### config.mk
export PLATFORM = sky130hd
export DESIGN_NAME = modbus_rtu_response_checker_top
export DESIGN_NICKNAME = d
export VERILOG_FILES = /design/src/rtl/core/mrc_pkg.sv /design/src/rtl/core/mrc_front.sv /design/src/rtl/core/mrc_queue.sv /design/src/rtl/core/mrc_back.sv /design/src/rtl/core/modbus_rtu_response_checker_top.sv
export VERILOG_INCLUDE_DIRS = /design/src /design/src/rtl/core
export SDC_FILE = /design/constraint.sdc
export NUM_CORES = 1
export LEC_CHECK = 0
export ABC_AREA = 1
export BUFFER_PORTS_ARGS = -buffer_cell sky130_fd_sc_hd__buf_2
export CAP_MARGIN = 20
export CORE_MARGIN = 1
export CORE_UTILIZATION = 36
export DETAILED_ROUTE_END_ITERATION = 8
export PLACE_DENSITY = 0.58
export RECOVER_POWER = 50
export SYNTH_ARGS = -nofsm -noshare
export SYNTH_HDL_FRONTEND = slang
export SYNTH_HIERARCHICAL = 1
export SYNTH_SLANG_ARGS = --single-unit
### constraint.sdc
create_clock -name i_clk -period 3.77 [get_ports i_clk]
set_input_delay 0 -clock i_clk [delete_from_list [all_inputs] [get_ports i_clk]]
set_output_delay 0 -clock i_clk [all_outputs]
set_load 0.05 [all_outputs]
### src/rtl/core/modbus_rtu_response_checker_top_defines.svh
// ----------------------------------------------------------------------------
// Modbus RTU response checker - assertion macros
// Shared assertion shorthands, compiled out when ASSERT_OFF is defined.
// ----------------------------------------------------------------------------
`ifndef MODBUS_RTU_RESPONSE_CHECKER_TOP_DEFINES_SVH
`define MODBUS_RTU_RESPONSE_CHECKER_TOP_DEFINES_SVH

`ifndef ASSERT_OFF

// same-cycle implication
`define MRC_ASSERT_IMP(label, clk, rst_n, ante, cons) \
    label: assert property (@(posedge clk) disable iff (!(rst_n)) (ante) |-> (cons)) \
        else $error("assertion failed: same-cycle implication");

// next-cycle implication
`define MRC_ASSERT_NEXT(label, clk, rst_n, ante, cons) \
    label: assert property (@(posedge clk) disable iff (!(rst_n)) (ante) |=> (cons)) \
        else $error("assertion failed: next-cycle implication");

`else

`define MRC_ASSERT_IMP(label, clk, rst_n, ante, cons)
`define MRC_ASSERT_NEXT(label, clk, rst_n, ante, cons)

`endif

`endif

### src/rtl/core/mrc_pkg.sv
`timescale 1ns / 1ps
// ----------------------------------------------------------------------------
// mrc_pkg
// Types, codes and the CRC-16 byte update shared by the response checker.
// ----------------------------------------------------------------------------
package mrc_pkg;

    // input item modes
    localparam logic [1:0] MODE_ARM  = 2'd0;
    localparam logic [1:0] MODE_BYTE = 2'd1;
    localparam logic [1:0] MODE_END  = 2'd2;

    // function codes
    localparam logic [7:0] FC_READ_COILS    = 8'h01;
    localparam logic [7:0] FC_READ_DISCRETE = 8'h02;
    localparam logic [7:0] FC_READ_HOLDING  = 8'h03;
    localparam logic [7:0] FC_READ_INPUT    = 8'h04;
    localparam logic [7:0] FC_WRITE_COIL    = 8'h05;
    localparam logic [7:0] FC_WRITE_REG     = 8'h06;
    localparam logic [7:0] FC_WRITE_COILS   = 8'h0f;
    localparam logic [7:0] FC_WRITE_REGS    = 8'h10;

    localparam logic [15:0] COIL_ON_WORD = 16'hff00;
    localparam logic [15:0] CRC_INIT     = 16'hffff;
    localparam logic [15:0] CRC_POLY     = 16'ha001;

    // status codes
    localparam logic [2:0] ST_OK       = 3'd0;
    localparam logic [2:0] ST_CRC_FAIL = 3'd1;
    localparam logic [2:0] ST_HEADER   = 3'd2;
    localparam logic [2:0] ST_SHORT    = 3'd3;
    localparam logic [2:0] ST_REJECTED = 3'd4;

    // result kinds
    localparam logic KIND_DATA   = 1'b0;
    localparam logic KIND_STATUS = 1'b1;

    localparam int QUEUE_DEPTH = 2;
    localparam int QPTR_W      = 1;
    localparam int QCNT_W      = 2;

    typedef enum logic [1:0] {
        OP_ARM,
        OP_REJECT,
        OP_BYTE,
        OP_END
    } t_cmd_op;

    // classified item between front and back
    typedef struct packed {
        t_cmd_op     op;
        logic [7:0]  slave;
        logic [7:0]  func;
        logic [15:0] addr;
        logic [15:0] word;
        logic [7:0]  length;
        logic [7:0]  data;
    } t_cmd;

    typedef struct packed {
        logic              full;
        logic [QCNT_W-1:0] count;
    } t_queue_stat;

    typedef struct packed {
        logic active;
        logic pop;
    } t_back_stat;

    // Modbus CRC-16, reflected, one byte
    function automatic logic [15:0] crc16_byte(input logic [15:0] crc, input logic [7:0] b);
        logic [15:0] c;
        c = crc ^ {8'h00, b};
        for (int i = 0; i < 8; i++) begin
            if (c[0]) begin
                c = (c >> 1) ^ CRC_POLY;
            end else begin
                c = c >> 1;
            end
        end
        return c;
    endfunction

endpackage

### src/rtl/core/mrc_front.sv
`timescale 1ns / 1ps
// ----------------------------------------------------------------------------
// mrc_front
// Classifies input items and works out the expected reply length on arm.
// ----------------------------------------------------------------------------
module mrc_front #(
    parameter int MAX_FRAME = 256
) (
    input  logic [1:0]  i_mode,
    input  logic [7:0]  i_slave_address,
    input  logic [7:0]  i_function_code,
    input  logic [15:0] i_start_address,
    input  logic [15:0] i_count_or_value,
    input  logic [7:0]  i_data_byte,
    output logic        o_cmd_valid,
    output mrc_pkg::t_cmd o_cmd
);

    localparam int LIMIT = (MAX_FRAME < 255) ? MAX_FRAME : 255;
    localparam logic [17:0] LIMIT_W = 18'(LIMIT);

    logic [17:0] len_coil;
    logic [17:0] len_reg;
    logic [17:0] len_full;
    logic        supported;
    logic [15:0] echo_word;

    assign len_coil = ((18'(i_count_or_value) + 18'd7) >> 3) + 18'd5;
    assign len_reg  = {1'b0, i_count_or_value, 1'b0} + 18'd5;

    always_comb begin
        supported = 1'b1;
        echo_word = i_count_or_value;
        len_full  = 18'd8;
        case (i_function_code)
            mrc_pkg::FC_READ_COILS, mrc_pkg::FC_READ_DISCRETE: begin
                len_full = len_coil;
            end
            mrc_pkg::FC_READ_HOLDING, mrc_pkg::FC_READ_INPUT: begin
                len_full = len_reg;
            end
            mrc_pkg::FC_WRITE_COIL: begin
                echo_word = i_count_or_value[0] ? mrc_pkg::COIL_ON_WORD : 16'h0000;
            end
            mrc_pkg::FC_WRITE_REG, mrc_pkg::FC_WRITE_COILS, mrc_pkg::FC_WRITE_REGS: begin
                len_full = 18'd8;
            end
            default: begin
                supported = 1'b0;
            end
        endcase
    end

    always_comb begin
        o_cmd.op     = mrc_pkg::OP_BYTE;
        o_cmd.slave  = i_slave_address;
        o_cmd.func   = i_function_code;
        o_cmd.addr   = i_start_address;
        o_cmd.word   = echo_word;
        o_cmd.length = len_full[7:0];
        o_cmd.data   = i_data_byte;
        o_cmd_valid  = 1'b1;
        case (i_mode)
            mrc_pkg::MODE_ARM: begin
                if (!supported || (len_full > LIMIT_W)) begin
                    o_cmd.op = mrc_pkg::OP_REJECT;
                end else begin
                    o_cmd.op = mrc_pkg::OP_ARM;
                end
            end
            mrc_pkg::MODE_BYTE: begin
                o_cmd.op = mrc_pkg::OP_BYTE;
            end
            mrc_pkg::MODE_END: begin
                o_cmd.op = mrc_pkg::OP_END;
            end
            default: begin
                // unused mode: dropped here
                o_cmd_valid = 1'b0;
            end
        endcase
    end

endmodule

### src/rtl/core/mrc_queue.sv
`timescale 1ns / 1ps
// ----------------------------------------------------------------------------
// mrc_queue
// Short FIFO of classified items between front and back.
// ----------------------------------------------------------------------------
module mrc_queue (
    input  logic                 i_clk,
    input  logic                 i_rst_n,
    input  logic                 i_push,
    input  mrc_pkg::t_cmd        i_data,
    input  logic                 i_pop,
    output mrc_pkg::t_cmd        o_data,
    output logic                 o_valid,
    output mrc_pkg::t_queue_stat o_stat
);

    mrc_pkg::t_cmd                 r_mem [mrc_pkg::QUEUE_DEPTH];
    logic [mrc_pkg::QPTR_W-1:0]    r_wr_ptr;
    logic [mrc_pkg::QPTR_W-1:0]    r_rd_ptr;
    logic [mrc_pkg::QCNT_W-1:0]    r_count;
    logic [mrc_pkg::QPTR_W-1:0]    n_wr_ptr;
    logic [mrc_pkg::QPTR_W-1:0]    n_rd_ptr;
    logic [mrc_pkg::QCNT_W-1:0]    n_count;

    always_comb begin
        n_wr_ptr = i_push ? r_wr_ptr + 1'b1 : r_wr_ptr;
        n_rd_ptr = i_pop  ? r_rd_ptr + 1'b1 : r_rd_ptr;
        n_count  = r_count;
        if (i_push && !i_pop) begin
            n_count = r_count + 1'b1;
        end else if (!i_push && i_pop) begin
            n_count = r_count - 1'b1;
        end
    end

    always_ff @(posedge i_clk) begin
        if (!i_rst_n) begin
            r_wr_ptr <= '0;
            r_rd_ptr <= '0;
            r_count  <= '0;
        end else begin
            r_wr_ptr <= n_wr_ptr;
            r_rd_ptr <= n_rd_ptr;
            r_count  <= n_count;
        end
    end

    always_ff @(posedge i_clk) begin
        if (i_push) begin
            r_mem[r_wr_ptr] <= i_data;
        end
    end

    assign o_data       = r_mem[r_rd_ptr];
    assign o_valid      = (r_count != '0);
    assign o_stat.count = r_count;
    assign o_stat.full  = (r_count == mrc_pkg::QCNT_W'(mrc_pkg::QUEUE_DEPTH));

endmodule

### src/rtl/core/mrc_back.sv
`timescale 1ns / 1ps
// ----------------------------------------------------------------------------
// mrc_back
// Runs the reply check: CRC, header and echo compare, payload and status.
// ----------------------------------------------------------------------------
module mrc_back (
    input  logic                i_clk,
    input  logic                i_rst_n,
    input  logic                i_cmd_valid,
    input  mrc_pkg::t_cmd       i_cmd,
    input  logic                i_out_ready,
    output logic                o_out_valid,
    output logic                o_out_kind,
    output logic [15:0]         o_out_word,
    output logic [2:0]          o_out_status,
    output mrc_pkg::t_back_stat o_stat
);

    logic        r_active;
    logic [7:0]  r_len;
    logic [7:0]  r_count;
    logic [15:0] r_crc;
    logic        r_hbad;
    logic [7:0]  r_held;
    logic [7:0]  r_slave;
    logic [7:0]  r_func;
    logic [15:0] r_addr;
    logic [15:0] r_word;
    logic        r_out_valid;
    logic        r_out_kind;
    logic [15:0] r_out_word;
    logic [2:0]  r_out_status;

    logic        n_active;
    logic [7:0]  n_len;
    logic [7:0]  n_count;
    logic [15:0] n_crc;
    logic        n_hbad;
    logic [7:0]  n_held;
    logic [7:0]  n_slave;
    logic [7:0]  n_func;
    logic [15:0] n_addr;
    logic [15:0] n_word;

    logic        pop;
    logic        res_valid;
    logic        res_kind;
    logic [15:0] res_word;
    logic [2:0]  res_status;
    logic [8:0]  pos2;
    logic        want_en;
    logic [7:0]  want;
    logic        is_read;
    logic        is_coil;
    logic        is_single;
    logic        crc_bad;
    logic [7:0]  b;

    assign pop       = i_cmd_valid && (!r_out_valid || i_out_ready);
    assign b         = i_cmd.data;
    assign pos2      = {1'b0, r_count} + 9'd2;
    assign is_read   = (r_func >= mrc_pkg::FC_READ_COILS) && (r_func <= mrc_pkg::FC_READ_INPUT);
    assign is_coil   = (r_func <= mrc_pkg::FC_READ_DISCRETE);
    assign is_single = (r_func == mrc_pkg::FC_WRITE_COIL) || (r_func == mrc_pkg::FC_WRITE_REG);
    assign crc_bad   = ({b, r_held} != r_crc);

    // expected header or echo byte at the current offset
    always_comb begin
        want_en = 1'b1;
        want    = 8'h00;
        case (r_count)
            8'd0: want = r_slave;
            8'd1: want = r_func;
            8'd2: want = is_read ? (r_len - 8'd5) : r_addr[15:8];
            8'd3: begin
                want    = r_addr[7:0];
                want_en = !is_read;
            end
            8'd4: begin
                want    = r_word[15:8];
                want_en = !is_read;
            end
            8'd5: begin
                want    = r_word[7:0];
                want_en = !is_read;
            end
            default: want_en = 1'b0;
        endcase
    end

    always_comb begin
        n_active   = r_active;
        n_len      = r_len;
        n_count    = r_count;
        n_crc      = r_crc;
        n_hbad     = r_hbad;
        n_held     = r_held;
        n_slave    = r_slave;
        n_func     = r_func;
        n_addr     = r_addr;
        n_word     = r_word;
        res_valid  = 1'b0;
        res_kind   = mrc_pkg::KIND_DATA;
        res_word   = 16'h0000;
        res_status = mrc_pkg::ST_OK;
        if (pop) begin
            case (i_cmd.op)
                mrc_pkg::OP_REJECT: begin
                    n_active   = 1'b0;
                    res_valid  = 1'b1;
                    res_kind   = mrc_pkg::KIND_STATUS;
                    res_status = mrc_pkg::ST_REJECTED;
                end
                mrc_pkg::OP_ARM: begin
                    n_active = 1'b1;
                    n_len    = i_cmd.length;
                    n_count  = 8'd0;
                    n_crc    = mrc_pkg::CRC_INIT;
                    n_hbad   = 1'b0;
                    n_held   = 8'h00;
                    n_slave  = i_cmd.slave;
                    n_func   = i_cmd.func;
                    n_addr   = i_cmd.addr;
                    n_word   = i_cmd.word;
                end
                mrc_pkg::OP_END: begin
                    if (r_active) begin
                        n_active   = 1'b0;
                        res_valid  = 1'b1;
                        res_kind   = mrc_pkg::KIND_STATUS;
                        res_status = mrc_pkg::ST_SHORT;
                    end
                end
                mrc_pkg::OP_BYTE: begin
                    if (r_active) begin
                        n_count = r_count + 8'd1;
                        if (pos2 < {1'b0, r_len}) begin
                            n_crc  = mrc_pkg::crc16_byte(r_crc, b);
                            n_hbad = r_hbad || (want_en && (want != b));
                            if (is_read && (r_count >= 8'd3) && !n_hbad) begin
                                if (is_coil) begin
                                    res_valid = 1'b1;
                                    res_word  = {8'h00, b};
                                end else if (r_count[0]) begin
                                    n_held = b;
                                end else begin
                                    res_valid = 1'b1;
                                    res_word  = {r_held, b};
                                end
                            end
                        end else if (pos2 == {1'b0, r_len}) begin
                            // CRC low byte
                            n_held = b;
                        end else begin
                            n_active  = 1'b0;
                            res_valid = 1'b1;
                            res_kind  = mrc_pkg::KIND_STATUS;
                            if (is_single) begin
                                res_status = (r_hbad || crc_bad) ? mrc_pkg::ST_CRC_FAIL
                                                                 : mrc_pkg::ST_OK;
                            end else if (r_hbad) begin
                                res_status = mrc_pkg::ST_HEADER;
                            end else begin
                                res_status = crc_bad ? mrc_pkg::ST_CRC_FAIL : mrc_pkg::ST_OK;
                            end
                        end
                    end
                end
                default: begin
                    n_active = r_active;
                end
            endcase
        end
    end

    always_ff @(posedge i_clk) begin
        if (!i_rst_n) begin
            r_active    <= 1'b0;
            r_len       <= 8'd0;
            r_count     <= 8'd0;
            r_crc       <= mrc_pkg::CRC_INIT;
            r_hbad      <= 1'b0;
            r_held      <= 8'h00;
            r_slave     <= 8'h00;
            r_func      <= 8'h00;
            r_addr      <= 16'h0000;
            r_word      <= 16'h0000;
            r_out_valid <= 1'b0;
        end else begin
            r_active    <= n_active;
            r_len       <= n_len;
            r_count     <= n_count;
            r_crc       <= n_crc;
            r_hbad      <= n_hbad;
            r_held      <= n_held;
            r_slave     <= n_slave;
            r_func      <= n_func;
            r_addr      <= n_addr;
            r_word      <= n_word;
            r_out_valid <= res_valid || (r_out_valid && !i_out_ready);
        end
    end

    always_ff @(posedge i_clk) begin
        if (res_valid) begin
            r_out_kind   <= res_kind;
            r_out_word   <= res_word;
            r_out_status <= res_status;
        end
    end

    assign o_out_valid  = r_out_valid;
    assign o_out_kind   = r_out_kind;
    assign o_out_word   = r_out_word;
    assign o_out_status = r_out_status;
    assign o_stat.active = r_active;
    assign o_stat.pop    = pop;

endmodule

### src/rtl/core/modbus_rtu_response_checker_top.sv
`timescale 1ns / 1ps
// ----------------------------------------------------------------------------
// modbus_rtu_response_checker_top
// Checks a Modbus RTU slave reply byte by byte against the armed request.
// ----------------------------------------------------------------------------
// Arm with tuser = 0 (slave, function, address, quantity or value), feed each
// received byte with tuser = 1, and signal end of wait with tuser = 2. Read
// payload comes out as it arrives (coil bytes, or register words high byte
// first, tuser = 0); one status result (tuser = 1) follows at full length or
// end of wait, and a rejected arm gives a rejected status. The block takes one
// item per clock while the queue is not full; the back end does the per-byte
// CRC-16 update and header compare as each byte is popped. Items pass a
// two-entry queue and the output register before their results leave.
`include "modbus_rtu_response_checker_top_defines.svh"

module modbus_rtu_response_checker_top #(
    parameter int MAX_FRAME = 256
) (
    input  logic        i_clk,
    input  logic        i_rst_n,
    input  logic        s_axis_tvalid,
    output logic        s_axis_tready,
    // [7:0] slave_address, [15:8] function_code, [31:16] start_address,
    // [47:32] count_or_value, [55:48] data_byte
    input  logic [55:0] s_axis_tdata,
    // [1:0] mode
    input  logic [1:0]  s_axis_tuser,
    output logic        m_axis_tvalid,
    input  logic        m_axis_tready,
    // [15:0] data_word, [18:16] status, [23:19] zero
    output logic [23:0] m_axis_tdata,
    // [0] kind
    output logic        m_axis_tuser
);

    mrc_pkg::t_cmd        f_cmd;
    logic                 f_cmd_valid;
    mrc_pkg::t_cmd        q_data;
    logic                 q_valid;
    mrc_pkg::t_queue_stat q_stat;
    mrc_pkg::t_back_stat  b_stat;
    logic                 push;
    logic [15:0]          out_word;
    logic [2:0]           out_status;
    logic                 pop_reject;
    logic                 out_reject;
    logic                 out_data;

    assign s_axis_tready = !q_stat.full;
    assign push          = s_axis_tvalid && s_axis_tready && f_cmd_valid;

    mrc_front #(
        .MAX_FRAME (MAX_FRAME)
    ) u_front (
        .i_mode           (s_axis_tuser),
        .i_slave_address  (s_axis_tdata[7:0]),
        .i_function_code  (s_axis_tdata[15:8]),
        .i_start_address  (s_axis_tdata[31:16]),
        .i_count_or_value (s_axis_tdata[47:32]),
        .i_data_byte      (s_axis_tdata[55:48]),
        .o_cmd_valid      (f_cmd_valid),
        .o_cmd            (f_cmd)
    );

    mrc_queue u_queue (
        .i_clk   (i_clk),
        .i_rst_n (i_rst_n),
        .i_push  (push),
        .i_data  (f_cmd),
        .i_pop   (b_stat.pop),
        .o_data  (q_data),
        .o_valid (q_valid),
        .o_stat  (q_stat)
    );

    mrc_back u_back (
        .i_clk        (i_clk),
        .i_rst_n      (i_rst_n),
        .i_cmd_valid  (q_valid),
        .i_cmd        (q_data),
        .i_out_ready  (m_axis_tready),
        .o_out_valid  (m_axis_tvalid),
        .o_out_kind   (m_axis_tuser),
        .o_out_word   (out_word),
        .o_out_status (out_status),
        .o_stat       (b_stat)
    );

    assign m_axis_tdata = {5'b00000, out_status, out_word};

    assign pop_reject = b_stat.pop && (q_data.op == mrc_pkg::OP_REJECT);
    assign out_reject = m_axis_tvalid && (m_axis_tuser == mrc_pkg::KIND_STATUS)
                        && (out_status == mrc_pkg::ST_REJECTED);
    assign out_data   = m_axis_tvalid && (m_axis_tuser == mrc_pkg::KIND_DATA);

    // a rejected arm answers with a rejected status on the next cycle
    `MRC_ASSERT_NEXT(a_reject_status, i_clk, i_rst_n, pop_reject, out_reject)
    // and leaves the checker idle
    `MRC_ASSERT_NEXT(a_reject_idle, i_clk, i_rst_n, pop_reject, !b_stat.active)
    // payload results always carry an ok status field
    `MRC_ASSERT_IMP(a_data_status_zero, i_clk, i_rst_n, out_data, out_status == mrc_pkg::ST_OK)
    // back never pops an empty queue
    `MRC_ASSERT_IMP(a_pop_nonempty, i_clk, i_rst_n, b_stat.pop, q_stat.count != '0)

endmodule
# Yosys cells after proc, flatten, opt, wreduce, memory -nomap -nowiden
# Memories as Yosys holds them, arrays and structs flattened. A register that Yosys moved wholly into a read port is not among the register bits.
# Cells that the tools add are included.
[totals]
regBits = 115
ramBits = 132
input_bits = 62
out_inout_bits = 27
wordCells = 216
n_memories = 1
[memory_table]
columns = ["memory", "words", "width", "read_ports", "rd_clocked_by_memory_dff", "wr", "line_no", "source"]
rows = [
  ["u_queue.r_mem", 2, 66, 1, 1, 1, "mrc_queue.sv:17", "mrc_pkg::t_cmd r_mem [mrc_pkg::QUEUE_DEPTH];"],
]
[op_classes]
n_addsub = 10
magnitude_cmp = 6
eq_ne = 30
mux = 94
bitwise = 14
reduce_logical = 43
[ops]
columns = ["cell", "n"]
rows = [
  ["$mux 16", 40],
  ["$mux 8", 10],
  ["$eq 8x3->1 const B", 7],
  ["$pmux 8 s6", 1],
  ["$pmux 18 s2", 1],
  ["$eq 8x2->1 const B", 4],
  ["$pmux 16 s2", 1],
  ["$pmux 8 s2", 2],
  ["$mux 1", 24],
  ["$not 2->3", 8],
  ["$add 17x3->18 const B", 1],
  ["$gt 18x8->1 const B", 1],
  ["$add 16x3->17 const B", 1],
  ["$add 15x3->16 const B", 1],
  ["$eq 8x1->1 const B", 2],
  ["$ne 16x16->1", 1],
  ["$xor 16x8->16", 1],
  ["$mux 3", 5],
  ["$logic_and 1x1->1", 10],
  ["$add 8x2->9 const B", 1],
  ["$eq 9x8->1", 1],
  ["$lt 9x8->1", 1],
  ["$pmux 1 s3", 3],
  ["$pmux 3 s3", 1],
  ["other kinds (36)", 69],
]

# Depth between registers and ports, before layout
# Gate-level depths: netlist of the first run.
[depth]
word_depth = 48
ltp_mapped = 22
mapped_depth_nobuf = 22

# Hierarchy
# Netlist of the first run, hierarchy kept.
[by_module_without_submodules]
columns = ["mod", "n_inst", "cells_per_inst", "area_each_um2"]
rows = [
  ["mrc_back", 1, 811, 5930.7],
  ["mrc_queue", 1, 240, 5151.2],
  ["mrc_front", 1, 302, 1556.5],
  ["modbus_rtu_response_checker_top", 1, 9, 55.1],
]

# Worst setup path after synthesis of the first run
# OpenSTA, ideal clock, no wires.
[synth_path]
kind = "register -> register"
from = "register u_queue/r_count[1] (netlist name)"
to = "memory u_queue/r_mem[0][0] (netlist name), enable pin"
arrival_time_ps = 3401
slack_ps = -123
stages_incl_launch_ff = 6
n_path_buf = 0
path_cell_list = "dfxtp_1 > inv_1 > nor2_1 > nor2_2 > inv_1 > nor2_1"
[synth_lines]
columns = ["item", "line_no", "source"]
rows = [
  ["start, declared", "mrc_queue.sv:20", "logic [mrc_pkg::QCNT_W-1:0] r_count;"],
  ["start signal, assigned", "mrc_queue.sv:44", "r_count <= n_count;"],
  ["end, declared", "mrc_queue.sv:17", ""],
]

# Worst setup path after layout of the first run
[layout_path]
from = "register u_back.r_count[1]"
to = "register u_back.r_out_status[1] (netlist: u_back/o_out_status[1]), enable pin"
[layout_between]
elab_chain_len = 12
word_cells_on_any_way = 26
cone_classes = "add/sub (1); order compare (2); eq/ne (7); mux (8); reduce/logical (8)"
[layout_lines]
columns = ["item", "line_no", "source"]
rows = [
  ["start, declared", "mrc_back.sv:21", "logic [7:0] r_count;"],
  ["start signal, assigned", "mrc_back.sv:192", "r_count <= n_count;"],
  ["parallel branches: the longest is 8 deep, another holds $add 8x2->9", "-", ""],
  ["$mux 1 *", "mrc_back.sv:137", "if (pos2 < {1'b0, r_len}) begin"],
  ["$mux 1 *", "mrc_back.sv:135", "if (r_active) begin"],
  ["$pmux 1 s3 *", "mrc_back.sv:107", "case (i_cmd.op)"],
  ["$mux 1 *", "mrc_back.sv:106", "if (pop) begin"],
  ["via u_back.res_valid", "mrc_back.sv:46", "logic res_valid;"],
  ["end signal, assigned", "mrc_back.sv:208", "r_out_status <= res_status;"],
  ["end, declared", "mrc_back.sv:32", "logic [2:0] r_out_status;"],
]
# Mark *: on every way through the listed nets, which the timed path passes.
# A chain may end at the register's enable or synchronous reset.

==> impl_metrics.py, run 1 <==
metrics = {
    "setup_path": {
        "reg2reg_depth": 17,
        "cp-start-kind": "flop",
        "cp_data_arrival_time_ns": 3.37,
        "critPathKind": "reg2reg",
        "rrSetupSlack_ns": 0.57,
        "timing.rr.end": "u_back/o_out_status[1]$_SDFFCE_PN0P_",
        "worstSetupEndpointType": "flop",
        "rr_startpoint": "u_back/r_count[1]$_SDFFE_PN0P_",
        "critPathMaxFanout": 20,
        "cp_data_required_time_ns": 3.95,
        "startpoint": "u_back/r_count[1]$_SDFFE_PN0P_",
    },
    "route": {
        "vias": 9434,
        "drc": 0,
        "dr.first_iter.drc_count": 703,
        "drt_wl_total_um": 30580,
        "routedWlPerCell_um": 15.79,
        "wl_met3_um": 1446,
        "met1_length_um": 13680,
        "firstDrtPassIters": 5,
        "route.met2.wl_um": 14920,
        "routed_via_density": 4.873,
        "top_layer": "met4",
        "ant_nets": 0,
    },
    "yosys": {
        "syn-cell-area_sq_um": 12690,
        "yosys_warnings": 6,
        "syn_inst": 1361,
        "syn-mean-instance-area_sq_um": 9.321,
    },
    "timing": {
        "timing.setup.tns_ns": 0,
        "slew-limit-headroom_pct": -19.49,
        "setup_violations": 0,
        "skew_ns": 0.04187,
        "finalMaxSlewViolations": 67,
        "hold_viol_final": 0,
        "fin_crit_ns": 3.196,
        "fmax_mhz": 312.9,
        "fin_crit_sh_pct": 84.78,
        "worstMarginPinSlew_ns": 1.792,
        "grt_setup_unrepaired": "false",
    },
    "status": {
        "violations": "max-capacitance violations, max-slew violations",
        "status": "finished, violations left",
    },
    "place": {
        "io_buffer_count": 83,
        "gp_congestion": 0.9028,
        "placed_cell_area_sq_um": 13240,
        "hpwl_um": 21970,
    },
    "clock_network": {
        "clk_latency_ns": 0.56,
        "cts_buffer_depth": 3,
        "clock-sinks": 248,
        "cts_setup_buffers": 0,
        "clk_pin_slew_ns": 0.06,
        "ctsRootBufferMaster": "clkbuf_16",
        "h-tree-depth": 1,
        "cts_buffers": 27,
        "cts_tree": "done",
    },
    "die": {
        "start_util_pct": 36.63,
        "die_area_sq_um": 35990,
        "die_y_um": 189.7,
        "rows": 68,
        "coreArea_sq_um": 34630,
        "die_w_um": 189.7,
        "io_pins": 89,
    },
    "layout": {
        "diodes": 0,
        "fillerInstances": 3422,
        "final_common_cell": "nand2_1",
        "layout_common_cells": "253 x nand2_1, 152 x edfxtp_1, 124 x inv_1, 124 x nand3_1, 119 x nor2_1",
        "nNetsFinal": 1541,
        "drive_above_1_share_pct": 14.25,
        "fin_area_sq_um": 14650,
        "fin_util_pct": 42.31,
        "syn_to_final_growth_pct": 15.48,
    },
    "grt": {
        "grt_util_all_layers_pct": 16.85,
        "antenna_found_initial": 0,
        "grt-ovfl-total": 0,
        "grt_pass1_vias": 8925,
        "grt_max_degree": 86,
        "grt_pass1_wl_um": 48190,
    },
    "hold_path": {
        "min_path_type": "in2reg",
        "holdPathEnd": "u_queue/r_mem[0][25]$_DFFE_PP_",
        "hold_depth": 3,
        "min_from": "s_axis_tdata[41]",
    },
    "pwr": {
        "p_per_area_nw_per_um2": 653.8,
        "power.leakage_nw": 5.749,
        "ir_drop_mv": 0.3772,
    },
    "run": {
        "cap_violations": 1,
    },
}
## worst max-delay path by stage
stage | end | slack (ns) | cells past startpoint
4_1_cts | u_back/o_out_status[1]$_SDFFCE_PN0P_ | 0.34 | 17
6_report | u_back/o_out_status[1]$_SDFFCE_PN0P_ | 0.57 | 17
2_1_floorplan | u_back/o_out_kind$_SDFFCE_PN0P_ | 0.84 | 17
3_3_place_gp | u_back/o_out_word[10]$_SDFFCE_PP0P_ | 0.51 | 17
3_5_place_dp | u_back/o_out_word[14]$_SDFFCE_PP0P_ | 0.33 | 17
5_1_grt | u_back/o_out_status[2]$_SDFFCE_PN0P_ | 0.22 | 17
## worst max-delay path: stages (launching register included)
cell and delay (ns):
dfxtp_1 0.42, ha_1 0.20, nand2_1 0.12, nor2_1 0.18
nand2_1 0.08, xor2_1 0.13, inv_1 0.06, ha_1 0.29
nand2_1 0.07, nor2_1 0.19, nand3b_1 0.13, nand2_1 0.14
nand2_1 0.08, inv_1 0.09, o21ai_1 0.09, o21ai_0 0.12
inv_1 0.10, nand2_2 0.35
## report_power, final
group | internal [W] | total [W] | switching (W) | leakage [nW]
logic | 0.00115 | 0.00325 | 0.00210 | 3.10
clock network | 0.00159 | 0.00270 | 0.00111 | 0.464
registers | 0.00337 | 0.00363 | 0.000259 | 2.19
## state kept, by name, indices dropped and copies added (netlist names), 16 cells and up, named ones only
signal,count
u_back/r_word,16
u_back/r_crc,16
u_queue/r_mem,132
u_back/r_addr,16
u_back/o_out_word,16
## repair_timing
item                                    in CTS  in global routing
hold endpoints to repair                   130                  0
endpoints found under the setup margin       0                  3
resized for setup                            0                  1
hold buffers                                57                  0
## metrics by stage
step | hold WS, ns | cells | worst slack [ns] | total power, W
floorplan | 0.1208 | 1365 | 0.8387 | 0.006161
global placement | 0.1883 | 1829 | 0.5113 | 0.006872
finish | 0.007986 | 1936 | 0.5738 | 0.009578
detailed placement | 0.1914 | 1829 | 0.3327 | 0.006912
global route | 0.03178 | 1936 | 0.2236 | 0.01011
CTS | 0.001009 | 1936 | 0.3350 | 0.009683
## metal layers
metal  track usage, %  vias to the layer above
li1                 -                     4767
met5                0                        -
met3            2.103                       37
met4            3.815                        0
met2            29.44                      214
met1            22.13                     4416
## final cells by class
cell class	count	area [sq um]	area share [%]
clock buffer	35	800.8	5.466
timing repair buffer	150	983.4	6.713
multi-input combinational	897	5160	35.22
tap	455	569.3	3.886
inverter	136	515.5	3.519
sequential	248	6490	44.30
clock inverter	15	131.4	0.8967
No activity file was read; power rests on OpenSTA's default activity.
==> inputs of run 2 (changes only) <==
Settings changed: PLACE_DENSITY 0.58 to 0.56.
Clock period 3.77 ns to 3 ns, I/O delays scaled along.
==> run 2 against run 1 <==
The flow still finishes with violations (max-capacitance violations, max-slew violations). First-iteration DRC count decreased by 4.8%. Register-to-register slack worse by 0.37 ns. Global-route usage increased by 0.20 points. Fmax is 14% higher. Clock-buffer cell count rose by 6. Non-clock buffer count is 13 higher. Combinational power is 30% higher. Via count is 1.2% higher. Sequential share of layout area fell by 0.36 points. Sequential power is 25% higher. Clock skew shrank 0.023 ns. Cell area up 0.81%. Critical path type unchanged. Largest cell class unchanged.
==> impl_metrics.py, run 2 (synthesized netlist as in run 1, its figures left out) <==
metrics = {
    "status": {
        "status": "finished, violations left",
        "violations": "max-capacitance violations, max-slew violations",
    },
    "grt": {
        "grt_pass1_wl_um": 48540,
        "grt_max_degree": 67,
        "grt-ovfl-total": 0,
        "grt_pass1_vias": 9108,
        "grt_util_all_layers_pct": 17.05,
        "antenna_found_initial": 0,
    },
    "layout": {
        "multi_input_area_sq_um": 5187,
        "fillerInstances": 3370,
        "nNetsFinal": 1553,
        "syn_to_final_growth_pct": 16.42,
        "largest_reg_flops": 132,
        "drive_above_1_share_pct": 15.35,
        "layout_common_cells": "250 x nand2_1, 152 x edfxtp_1, 124 x inv_1, 124 x nand3_1, 117 x nor2_1",
        "diodes": 0,
        "regMostFlops": "u_queue/r_mem",
        "final_common_cell": "nand2_1",
        "ff_latch_area_sq_um": 6490,
    },
    "clock_network": {
        "cts_buffer_depth": 3,
        "clock-sinks": 248,
        "cts_tree": "done",
        "clk_latency_ns": 0.55,
        "h-tree-depth": 1,
        "cts_buffers": 26,
        "ctsRootBufferMaster": "clkbuf_16",
        "clk_pin_slew_ns": 0.06,
    },
    "setup_path": {
        "rr_startpoint": "u_back/r_count[0]$_SDFFE_PN0P_",
        "worstSetupEndpointType": "flop",
        "rrSetupSlack_ns": 0.20,
        "cp_data_required_time_ns": 3.26,
        "critPathKind": "reg2reg",
        "cp_data_arrival_time_ns": 3.06,
        "critPathMaxFanout": 10,
        "timing.rr.end": "u_back/o_out_word[7]$_SDFFCE_PN0P_",
        "cp-start-kind": "flop",
        "reg2reg_depth": 17,
    },
    "die": {
        "die_w_um": 189.7,
        "rows": 68,
        "coreArea_sq_um": 34630,
        "die_y_um": 189.7,
        "start_util_pct": 36.63,
        "io_pins": 89,
        "die_area_sq_um": 35990,
    },
    "pwr": {
        "power.leakage_nw": 5.809,
        "p_per_area_nw_per_um2": 817.7,
        "ir_drop_mv": 0.4611,
    },
    "hold_path": {
        "holdPathEnd": "u_queue/r_mem[1][18]$_DFFE_PP_",
        "hold_depth": 3,
        "min_path_type": "in2reg",
        "min_from": "s_axis_tdata[34]",
    },
    "route": {
        "drt_wl_total_um": 30750,
        "dr.first_iter.drc_count": 669,
        "drc": 0,
        "vias": 9550,
        "ant_nets": 0,
        "routedWlPerCell_um": 15.79,
        "routed_via_density": 4.905,
        "firstDrtPassIters": 5,
    },
    "timing": {
        "slew-limit-headroom_pct": -19.99,
        "timing.setup.tns_ns": 0,
        "fin_crit_ns": 2.797,
        "setup_violations": 0,
        "fin_crit_sh_pct": 93.22,
        "hold_viol_final": 0,
        "hold_ws_ns": 0.02575,
        "finalMaxSlewViolations": 67,
        "fmax_mhz": 357.6,
        "worstMarginPinSlew_ns": 1.800,
        "skew_ns": 0.01888,
    },
    "place": {
        "io_buffer_count": 83,
        "gp_congestion": 0.9220,
        "hpwl_um": 22180,
    },
    "run": {
        "cap_violations": 1,
    },
}
[run 2: cell count changes in the layout (fill, tap and decap cells not counted), moves of 3 or more]
| cell | delta |
|---|---|
| buf_2 | +3 |
| buf_4 | +11 |
| clkbuf_16 | -4 |
| clkbuf_4 | +3 |
| clkbuf_8 | +4 |
| clkinv_2 | -3 |
| nand2_1 | -3 |
[run 2: worst max path at each step]
stage | endpoint | slack, ns | startpoint | cells past startpoint
after floorplan | u_back/o_out_kind$_SDFFCE_PN0P_ | 0.07 | u_back/r_count[2]$_SDFFE_PN0P_ | 17
after global placement | u_back/o_out_word[10]$_SDFFCE_PP0P_ | 0.23 | u_back/r_count[1]$_SDFFE_PN0P_ | 18
after detailed placement | u_back/o_out_word[14]$_SDFFCE_PP0P_ | 0.19 | u_back/r_count[1]$_SDFFE_PN0P_ | 18
after CTS | u_back/o_out_status[0]$_SDFFCE_PN0P_ | 0.19 | u_back/r_count[1]$_SDFFE_PN0P_ | 18
after global routing | u_back/o_out_word[11]$_SDFFCE_PP0P_ | -0.01 | u_back/r_count[1]$_SDFFE_PN0P_ | 18
final | u_back/o_out_word[7]$_SDFFCE_PN0P_ | 0.20 | u_back/r_count[0]$_SDFFE_PN0P_ | 17
[run 2: power breakdown]
| part | leakage, nW | switching, W | total (W) | internal [W] |
|---|---|---|---|---|
| clock network | 0.437 | 0.00131 | 0.00332 | 0.00201 |
| registers | 2.19 | 0.000288 | 0.00452 | 0.00423 |
| logic | 3.18 | 0.00271 | 0.00424 | 0.00153 |
[run 2: worst max-delay path, stage by stage (launching register included)]
cell	delay, ns
dfxtp_1	0.35
inv_1	0.20
ha_1	0.22
nand3_1	0.16
nor2_4	0.23
nand2_1	0.09
nand3_1	0.13
nor2_1	0.08
nand2_1	0.07
nand2_1	0.05
nand2_1	0.05
nand2_1	0.05
nor2_2	0.12
nand2_2	0.10
a21oi_4	0.18
nand3_2	0.13
nand2_4	0.13
clkbuf_16	0.16
[run 2: cell type report]
| class | instances | area share (%) |
|---|---|---|
| sequential | 248 | 43.94 |
| multi-input combinational | 897 | 35.12 |
| timing repair buffer | 163 | 7.582 |
| clock buffer | 41 | 5.176 |
| tap | 455 | 3.855 |
| inverter | 136 | 3.490 |
| clock inverter | 7 | 0.8302 |
[run 2: metal layers]
layer  vias to the layer above  GRT usage [%]  routed length [um]
met2                       200          30.28               15140
met3                        52          2.177                1153
met1                      4519          21.39               13650
li1                       4779              -                   -
met5                         -              0                   0
met4                         0          5.304                 812
[run 2: through the flow]
stage          std cells  util (%)  worst slack, ns  cell area (sq um)  total power, W
2_1_floorplan       1365         -          0.06870              12700        0.007742
3_3_place_gp        1840     38.55           0.2265              13350        0.008706
3_5_place_dp        1840     38.55           0.1906              13350        0.008740
4_1_cts             1945     42.76           0.1851              14810         0.01214
5_1_grt             1947     42.65         -0.01490              14770         0.01279
6_report            1947     42.65           0.2035              14770         0.01208
[run 2: timing repair]
action | CTS | global route
hold buffers | 57 | 0
setup buffers | 0 | 1
endpoints found under the hold margin | 116 | 0
endpoints found under the setup margin | 0 | 28
gates resized for setup | 0 | 9
